### src/rtl/nlc_pkg.sv
// Shared types and character constants for the numeric literal classifier.
package nlc_pkg;

	localparam logic [7:0] CHAR_ZERO  = 8'h30;
	localparam logic [7:0] CHAR_ONE   = 8'h31;
	localparam logic [7:0] CHAR_SEVEN = 8'h37;
	localparam logic [7:0] CHAR_NINE  = 8'h39;
	localparam logic [7:0] CHAR_LOW_A = 8'h61;
	localparam logic [7:0] CHAR_LOW_B = 8'h62;
	localparam logic [7:0] CHAR_LOW_E = 8'h65;
	localparam logic [7:0] CHAR_LOW_F = 8'h66;
	localparam logic [7:0] CHAR_LOW_X = 8'h78;
	localparam logic [7:0] CHAR_DOT   = 8'h2e;
	localparam logic [7:0] CHAR_MINUS = 8'h2d;

	// Dot and exponent counters stop at this value.
	localparam logic [1:0] COUNT_SAT = 2'd2;
	localparam logic [1:0] POS_SAT   = 2'd3;

	typedef enum logic [2:0] {
		CLASS_FALSE  = 3'd0,
		CLASS_HEX    = 3'd1,
		CLASS_OCTAL  = 3'd2,
		CLASS_BINARY = 3'd3,
		CLASS_INT    = 3'd4,
		CLASS_FLOAT  = 3'd5
	} token_class_t;

	// Verdicts of one finished token, handed from the scanner to the back end.
	typedef struct packed {
		logic short_token;
		logic hex_ok;
		logic octal_ok;
		logic binary_ok;
		logic int_ok;
		logic float_ok;
	} verdict_t;

endpackage

### src/rtl/nlc_front.sv
// Character scanner: keeps the running validator flags and emits verdicts per token.
module nlc_front
	import nlc_pkg::*;
(
	input  logic       clk,
	input  logic       arst_n,
	input  logic [7:0] char_code,
	input  logic       last,
	input  logic       accept,
	output logic       verdict_valid,
	output verdict_t   verdict
);

	logic [1:0] pos_q;
	logic       minus_q;
	logic       hex_q, octal_q, binary_q, int_q, float_q;
	logic [1:0] dot_q, exp_q;

	logic       strip;
	logic [1:0] eff;
	logic       is_dec, is_hex, is_oct;
	logic       hex_n, octal_n, binary_n, int_n, float_n, minus_n;
	logic [1:0] dot_n, exp_n;
	logic       prev_n;

	always_comb begin
		is_dec   = (char_code >= CHAR_ZERO) && (char_code <= CHAR_NINE);
		is_oct   = (char_code >= CHAR_ZERO) && (char_code <= CHAR_SEVEN);
		is_hex   = is_dec || ((char_code >= CHAR_LOW_A) && (char_code <= CHAR_LOW_F));
		strip    = (pos_q == 2'd0) && (char_code == CHAR_MINUS);
		eff      = pos_q - {1'b0, minus_q};
		minus_n  = minus_q | strip;
		hex_n    = hex_q;
		octal_n  = octal_q;
		binary_n = binary_q;
		int_n    = int_q;
		float_n  = float_q;
		dot_n    = dot_q;
		exp_n    = exp_q;

		if (!strip) begin
			case (eff)
				2'd0: begin
					if (char_code != CHAR_ZERO) begin
						hex_n    = 1'b0;
						octal_n  = 1'b0;
						binary_n = 1'b0;
					end
				end
				2'd1: begin
					if (char_code != CHAR_LOW_X) hex_n = 1'b0;
					if (char_code != CHAR_LOW_B) binary_n = 1'b0;
					if (!is_oct) octal_n = 1'b0;
				end
				default: begin
					if (!is_hex) hex_n = 1'b0;
					if ((char_code != CHAR_ZERO) && (char_code != CHAR_ONE)) binary_n = 1'b0;
					if (!is_oct) octal_n = 1'b0;
				end
			endcase
			if (!is_dec) int_n = 1'b0;
		end

		// The float check sees every character, a leading minus included.
		if (char_code == CHAR_DOT) begin
			dot_n = (dot_q == COUNT_SAT) ? COUNT_SAT : dot_q + 2'd1;
		end else if (char_code == CHAR_LOW_E) begin
			exp_n = (exp_q == COUNT_SAT) ? COUNT_SAT : exp_q + 2'd1;
		end else if (!is_dec && (char_code != CHAR_MINUS)) begin
			float_n = 1'b0;
		end
		prev_n = (char_code == CHAR_LOW_E);

		verdict.short_token = (pos_q == 2'd0);
		verdict.hex_ok      = hex_n && !strip && (eff != 2'd0);
		verdict.octal_ok    = octal_n && !strip;
		verdict.binary_ok   = binary_n && !strip && (eff != 2'd0);
		verdict.int_ok      = int_n;
		verdict.float_ok    = float_n && (dot_n <= 2'd1) && (exp_n <= 2'd1) &&
		                      ((dot_n != 2'd0) || (exp_n != 2'd0)) && !prev_n;
		verdict_valid       = accept && last;
	end

	always_ff @(posedge clk or negedge arst_n) begin
		if (!arst_n) begin
			pos_q    <= 2'd0;
			minus_q  <= 1'b0;
			hex_q    <= 1'b1;
			octal_q  <= 1'b1;
			binary_q <= 1'b1;
			int_q    <= 1'b1;
			float_q  <= 1'b1;
			dot_q    <= 2'd0;
			exp_q    <= 2'd0;
		end else if (accept) begin
			if (last) begin
				pos_q    <= 2'd0;
				minus_q  <= 1'b0;
				hex_q    <= 1'b1;
				octal_q  <= 1'b1;
				binary_q <= 1'b1;
				int_q    <= 1'b1;
				float_q  <= 1'b1;
				dot_q    <= 2'd0;
				exp_q    <= 2'd0;
			end else begin
				pos_q    <= (pos_q == POS_SAT) ? POS_SAT : pos_q + 2'd1;
				minus_q  <= minus_n;
				hex_q    <= hex_n;
				octal_q  <= octal_n;
				binary_q <= binary_n;
				int_q    <= int_n;
				float_q  <= float_n;
				dot_q    <= dot_n;
				exp_q    <= exp_n;
			end
		end
	end

endmodule

### src/rtl/nlc_queue.sv
// Short flop queue of token verdicts between the scanner and the back end.
module nlc_queue
	import nlc_pkg::*;
#(
	parameter int DEPTH = 2
) (
	input  logic     clk,
	input  logic     arst_n,
	input  logic     push_valid,
	input  verdict_t push_data,
	output logic     full,
	input  logic     pop_req,
	output verdict_t pop_data,
	output logic     empty
);

	localparam int PTR_W = (DEPTH > 1) ? $clog2(DEPTH) : 1;
	localparam int CNT_W = $clog2(DEPTH + 1);
	localparam logic [PTR_W-1:0] PTR_LAST = PTR_W'(DEPTH - 1);
	localparam logic [CNT_W-1:0] CNT_FULL = CNT_W'(DEPTH);

	verdict_t         mem_q [DEPTH];
	logic [PTR_W-1:0] wr_q, rd_q;
	logic [CNT_W-1:0] count_q;
	logic             do_push, do_pop;

	assign full     = (count_q == CNT_FULL);
	assign empty    = (count_q == '0);
	assign do_push  = push_valid && !full;
	assign do_pop   = pop_req && !empty;
	assign pop_data = mem_q[rd_q];

	always_ff @(posedge clk) begin
		if (do_push) mem_q[wr_q] <= push_data;
	end

	always_ff @(posedge clk or negedge arst_n) begin
		if (!arst_n) begin
			wr_q    <= '0;
			rd_q    <= '0;
			count_q <= '0;
		end else begin
			if (do_push) wr_q <= (wr_q == PTR_LAST) ? '0 : wr_q + 1'b1;
			if (do_pop) rd_q <= (rd_q == PTR_LAST) ? '0 : rd_q + 1'b1;
			if (do_push && !do_pop) count_q <= count_q + 1'b1;
			else if (do_pop && !do_push) count_q <= count_q - 1'b1;
		end
	end

endmodule

### src/rtl/nlc_back.sv
// Back end: resolves the token class and holds the result item for the consumer.
module nlc_back
	import nlc_pkg::*;
(
	input  logic         clk,
	input  logic         arst_n,
	input  logic         q_empty,
	input  verdict_t     q_data,
	output logic         q_pop,
	input  logic         pop,
	output logic         empty,
	output token_class_t token_class,
	output verdict_t     result
);

	logic         valid_q;
	token_class_t class_q;
	verdict_t     result_q;
	token_class_t class_d;

	always_comb begin
		if (q_data.short_token) class_d = CLASS_FALSE;
		else if (q_data.hex_ok) class_d = CLASS_HEX;
		else if (q_data.octal_ok) class_d = CLASS_OCTAL;
		else if (q_data.binary_ok) class_d = CLASS_BINARY;
		else if (q_data.int_ok) class_d = CLASS_INT;
		else if (q_data.float_ok) class_d = CLASS_FLOAT;
		else class_d = CLASS_FALSE;
	end

	assign q_pop       = !q_empty && (!valid_q || pop);
	assign empty       = !valid_q;
	assign token_class = class_q;
	assign result      = result_q;

	always_ff @(posedge clk) begin
		if (q_pop) begin
			class_q  <= class_d;
			result_q <= q_data;
		end
	end

	always_ff @(posedge clk or negedge arst_n) begin
		if (!arst_n) begin
			valid_q <= 1'b0;
		end else if (q_pop) begin
			valid_q <= 1'b1;
		end else if (pop) begin
			valid_q <= 1'b0;
		end
	end

endmodule

### src/rtl/numeric_literal_classifier_unit.sv
// Numeric literal classifier: scanner, verdict queue and result stage.
// Throughput: one character per cycle while the queue is not full; the scanner flags are registered.
// Path: a token's verdict enters the queue when its last character is accepted and
// moves on to the result register once that register is empty or being popped.
// Reset: arst_n resets the scanner flags, empties the queue and drops the result.
// The queue depth sets how many finished tokens can wait before full is raised.
module numeric_literal_classifier_unit
	import nlc_pkg::*;
#(
	parameter int QUEUE_DEPTH = 2
) (
	input  logic       clk,
	input  logic       arst_n,
	input  logic [7:0] char_code,
	input  logic       last,
	input  logic       push,
	output logic       full,
	output logic [2:0] token_class,
	output logic       hex_ok,
	output logic       octal_ok,
	output logic       binary_ok,
	output logic       int_ok,
	output logic       float_ok,
	output logic       empty,
	input  logic       pop
);

	// A pushed character is taken whenever the verdict queue has room, so the scanner
	// never has to hold a finished token itself.
	logic         accept;
	logic         v_valid;
	verdict_t     v_data;
	logic         q_full;
	logic         q_empty;
	logic         q_pop;
	verdict_t     q_data;
	token_class_t class_w;
	verdict_t     result_w;

	assign full   = q_full;
	assign accept = push && !q_full;

	nlc_front u_front (
		.clk           (clk),
		.arst_n        (arst_n),
		.char_code     (char_code),
		.last          (last),
		.accept        (accept),
		.verdict_valid (v_valid),
		.verdict       (v_data)
	);

	nlc_queue #(
		.DEPTH (QUEUE_DEPTH)
	) u_queue (
		.clk        (clk),
		.arst_n     (arst_n),
		.push_valid (v_valid),
		.push_data  (v_data),
		.full       (q_full),
		.pop_req    (q_pop),
		.pop_data   (q_data),
		.empty      (q_empty)
	);

	// The result register refills from the queue in the same cycle that the
	// consumer takes the current item, so results can leave back to back.
	nlc_back u_back (
		.clk         (clk),
		.arst_n      (arst_n),
		.q_empty     (q_empty),
		.q_data      (q_data),
		.q_pop       (q_pop),
		.pop         (pop),
		.empty       (empty),
		.token_class (class_w),
		.result      (result_w)
	);

	assign token_class = class_w;
	assign hex_ok      = result_w.hex_ok;
	assign octal_ok    = result_w.octal_ok;
	assign binary_ok   = result_w.binary_ok;
	assign int_ok      = result_w.int_ok;
	assign float_ok    = result_w.float_ok;

`ifndef SYNTHESIS
	// A hex class must come with a passing hex verdict.
	a_hex_class: assert property (@(posedge clk) disable iff (!arst_n)
		(!empty && (class_w == CLASS_HEX)) |-> hex_ok)
		else $error("hex class without hex verdict");

	// After a finished token is accepted, the result ports must not be empty.
	a_token_out: assert property (@(posedge clk) disable iff (!arst_n)
		(push && !full && last) |-> ##2 !empty)
		else $error("finished token did not reach the output");

	// The queue can only fill up behind an occupied result register.
	a_full_order: assert property (@(posedge clk) disable iff (!arst_n)
		full |-> !empty)
		else $error("queue full while result register is empty");
`endif

endmodule
### config.mk
export PLATFORM = sky130hd
export DESIGN_NAME = numeric_literal_classifier_unit
export DESIGN_NICKNAME = d
export VERILOG_FILES = /design/src/rtl/nlc_pkg.sv /design/src/rtl/nlc_front.sv /design/src/rtl/nlc_queue.sv /design/src/rtl/nlc_back.sv /design/src/rtl/numeric_literal_classifier_unit.sv
export SDC_FILE = /design/constraint.sdc
export NUM_CORES = 1
export LEC_CHECK = 0
export BUFFER_PORTS_ARGS = -buffer_cell sky130_fd_sc_hd__buf_2
export CAP_MARGIN = 20
export CORE_MARGIN = 2
export CORE_UTILIZATION = 55
export CTS_BUF_LIST = sky130_fd_sc_hd__clkbuf_16
export CTS_CLUSTER_DIAMETER = 100
export DETAILED_ROUTE_END_ITERATION = 12
export GPL_TIMING_DRIVEN = 0
export HOLD_SLACK_MARGIN = 0.15
export PLACE_DENSITY = 0.75
export SETUP_SLACK_MARGIN = 0.15
export SYNTH_ARGS = -nofsm -noshare
export SYNTH_HDL_FRONTEND = slang
export SYNTH_SLANG_ARGS = --single-unit
export TNS_END_PERCENT = 50
### constraint.sdc
create_clock -name clk -period 4.55 [get_ports clk]
set_clock_uncertainty 0.2 [all_clocks]
set_input_delay 1.1375 -clock clk [delete_from_list [all_inputs] [get_ports clk]]
set_output_delay 1.1375 -clock clk [all_outputs]
set_load 0.005 [all_outputs]
==> reports/qor.yml <==
floorplanning:
  die_area_um2: 3940
  start_util_pct: 56.9
  fp-row-count: 21
  coreArea_um2: 3340
  die_w_um: 62.7
  die_h_um: 62.7
  io_pins: 23
setup_path:
  cp_max_fo: 4
  cp_num_buf_inv: 1
  critPathKind: "input port to flip-flop"
  crit_path_end_kind: "flip-flop"
  path_cells: "buf_2 -> nor2_2 -> nand4b_1 -> a2111oi_2 -> mux2i_1 -> nor3b_1"
  arrival_ps: 2540
  cp_top_family: "simple AND/OR/NAND/NOR gates"
  crit_start: "char_code[6]"
  max_stage_delay_ps: 370
  cp-start-kind: "input port"
  r2r_start: "u_front.pos_q[0]$_DFFE_PN0P_"
  slowest_stage: "a2111oi_2"
  required_ps: 4410
route:
  vias: 1420
  drc: 0
  wire_per_inst_um: 15.5
  drt_iter0_drc: 82
  detail-route-antenna-nets: 0
  wl_um: 3790
  dr.pass1.iters: 4
  vias_per_cell: 5.82
timing:
  setup-violations-final: 0
  slew-limit-headroom_pct: 65.7
  finalMaxSlewViolations: 0
  tightest_slew_ps: 512
  min_period_ps: 2680
  fmax_mhz: 373
  fin_tns_setup_ps: 0
  rsz0062_at_grt: "false"
  finalCritPeriodShare_pct: 58.9
  hold_viol: 0
grt:
  grt_pass1_vias: 1469
  antenna_found_initial: 0
  gr-total-overflow: 0
  grt_use_total_pct: 21.8
  grt_max_degree: 18
  grt_pass1_wl_um: 6570
worst_hold_path:
  hp-class: "flip-flop to flip-flop"
  min-delay-start: "u_front.octal_q$_DFFE_PN1P_"
synth:
  syn_nets: 186
  async_flop_share_pct: 45.9
  synth-main-ff-cell: "edfxtp_1"
  syn_area_um2: 1900
  synth_common_cells: "20 x edfxtp_1, 13 x inv_1, 13 x nor2_1, 12 x dfrtp_1, 10 x a21oi_1"
  synth-edff-count: 20
  ys_warn_count: 0
  ys_ff_latch: 37
  postSynthCellCount: 169
  avgSynthCellArea_um2: 11.2
  yosysUniqueCellTypes: 47
  yosysSeqAreaShare_pct: 54.4
  synth_top_area_share_pct: 31.6
  synth.most_common_cell: "edfxtp_1"
  ys_top_cells_by_area: "edfxtp_1 32%, dfrtp_1 16%, dfstp_2 6.9%"
  synth_top_cell_by_area: "edfxtp_1"
finish:
  layout.cells.non_filler: 244
  drive_gt1_share_pct: 22.7
  nFillCells: 261
  final_util_pct: 66.7
  diodes: 0
  nets: 214
  syn_to_final_growth_pct: 17.3
  design_area_um2: 2230
clock_network:
  path_clk_slew_ps: 50
  clock_sink_count: 37
  cts.repair.resized: 0
  cts_buffers: 5
  clk_path_buf_depth: 2
  clk_latency_ps: 280
  clock-root-buffer: "clkbuf_16"
  cts_setup_buffers: 0
  htreeDepth: 2
  tritoncts: "done"
  hold_buffers: 0
placement:
  place_area_um2: 2060
  gp_congestion: 0.891
  io_buffers: 21
  dpl.cell_count: 236
  dpl.hpwl_um: 2800
pwr:
  leakage_uw: 0.000915
  p_per_area_nw_per_um2: 599
  ir_worst_vdd_uv: 405
  power.total_uw: 1330
run_status:
  status: "complete, no violations"
run:
  cap_violations: 0
cell families after synthesis:
logic type	after synthesis	share of synthesized area, %
adder cells (fa/ha/maj)	4	2.64
flip-flops	37	54.4
AND/OR/NAND/NOR	62	20.1
AO/OA/AOI/OAI	36	12.4
buffers and inverters	16	3.30
XOR/XNOR	6	2.77
multiplexers	8	4.42
area by class of cell:
type / count / area (um^2) / share of cell area [%]
Sequential cell: 37 / 1030 / 46.3
Multi-Input combinational cell: 116 / 803 / 36.1
Clock buffer: 5 / 125 / 5.62
Timing Repair Buffer: 21 / 105 / 4.72
Tap cell: 46 / 57.6 / 2.58
Inverter: 13 / 48.8 / 2.19
Clock inverter: 3 / 41.3 / 1.85
Buffer: 3 / 13.8 / 0.618
power breakdown:
part | internal [uW] | total (uW) | switching [uW]
logic | 166 | 383 | 216
clock network | 256 | 389 | 132
registers | 496 | 562 | 66.5
total | 918 | 1330 | 415
final timing paths:
| kind | depth (start not counted) | slack, ps | end |
|---|---|---|---|
| setup / recovery | 6 | 1870 | u_queue.mem_q[1][2]$_DFFE_PP_ |
| hold / removal | 2 | 270 | u_front.octal_q$_DFFE_PN1P_ |
| setup reg to reg | 6 | 2240 | u_queue.mem_q[1][2]$_DFFE_PP_ |
| hold reg to reg | 2 | 270 | u_front.octal_q$_DFFE_PN1P_ |
| max in group asynchronous | 1 | 3250 | u_front.float_q$_DFFE_PN1P_ |
| min in group asynchronous | 1 | 570 | u_front.pos_q[1]$_DFFE_PN0P_ |
tightest hold or removal path, cell delays in order, from the launching register on:
cell and delay, ps:
dfstp_2 360, o31ai_1 60, nand2_1 50
sequential cells by signal, indices dropped and copies added (netlist names), 2 cells and up:
signal,flops
u_front.pos_q,2
u_front.dot_q,2
u_back.result,5
u_front.exp_q,2
u_queue.mem_q,12
u_queue.count_q,2
u_back.token_class,3
per-stage QoR:
step           hold WS, ps  setup slack (ps)
2_1_floorplan          242              2000
5_1_grt                294              1670
3_3_place_gp           258              1730
6_report               272              1870
3_5_place_dp           266              1610
4_1_cts                275              1890
metal layers:
metal | up-vias | routed length [um] | part of all wire (%) | GRT usage (%)
met1 | 698 | 1440 | 38 | 23.0
met4 | 0 | 63 | 1.7 | 8.06
li1 | 677 | - | - | -
met2 | 40 | 2140 | 57 | 41.9
met3 | 5 | 137 | 3.6 | 4.86
met5 | - | 0 | 0 | 0
cells in the final DEF, fill, tap and decap left out, types with 4 or more instances in the layout:
master	Yosys	layout
inv_1	13	13
o21ai_0	9	9
nor3_1	4	4
clkbuf_16	0	5
dfrtp_1	12	12
mux2i_1	5	5
nand2_1	8	8
edfxtp_1	20	20
buf_2	2	23
ha_1	4	4
nand3_1	4	4
xnor2_1	4	4
nor2_1	13	13
dfstp_2	5	5
nand2b_1	7	7
a21oi_1	10	10
(Power assumes the default switching activity.)
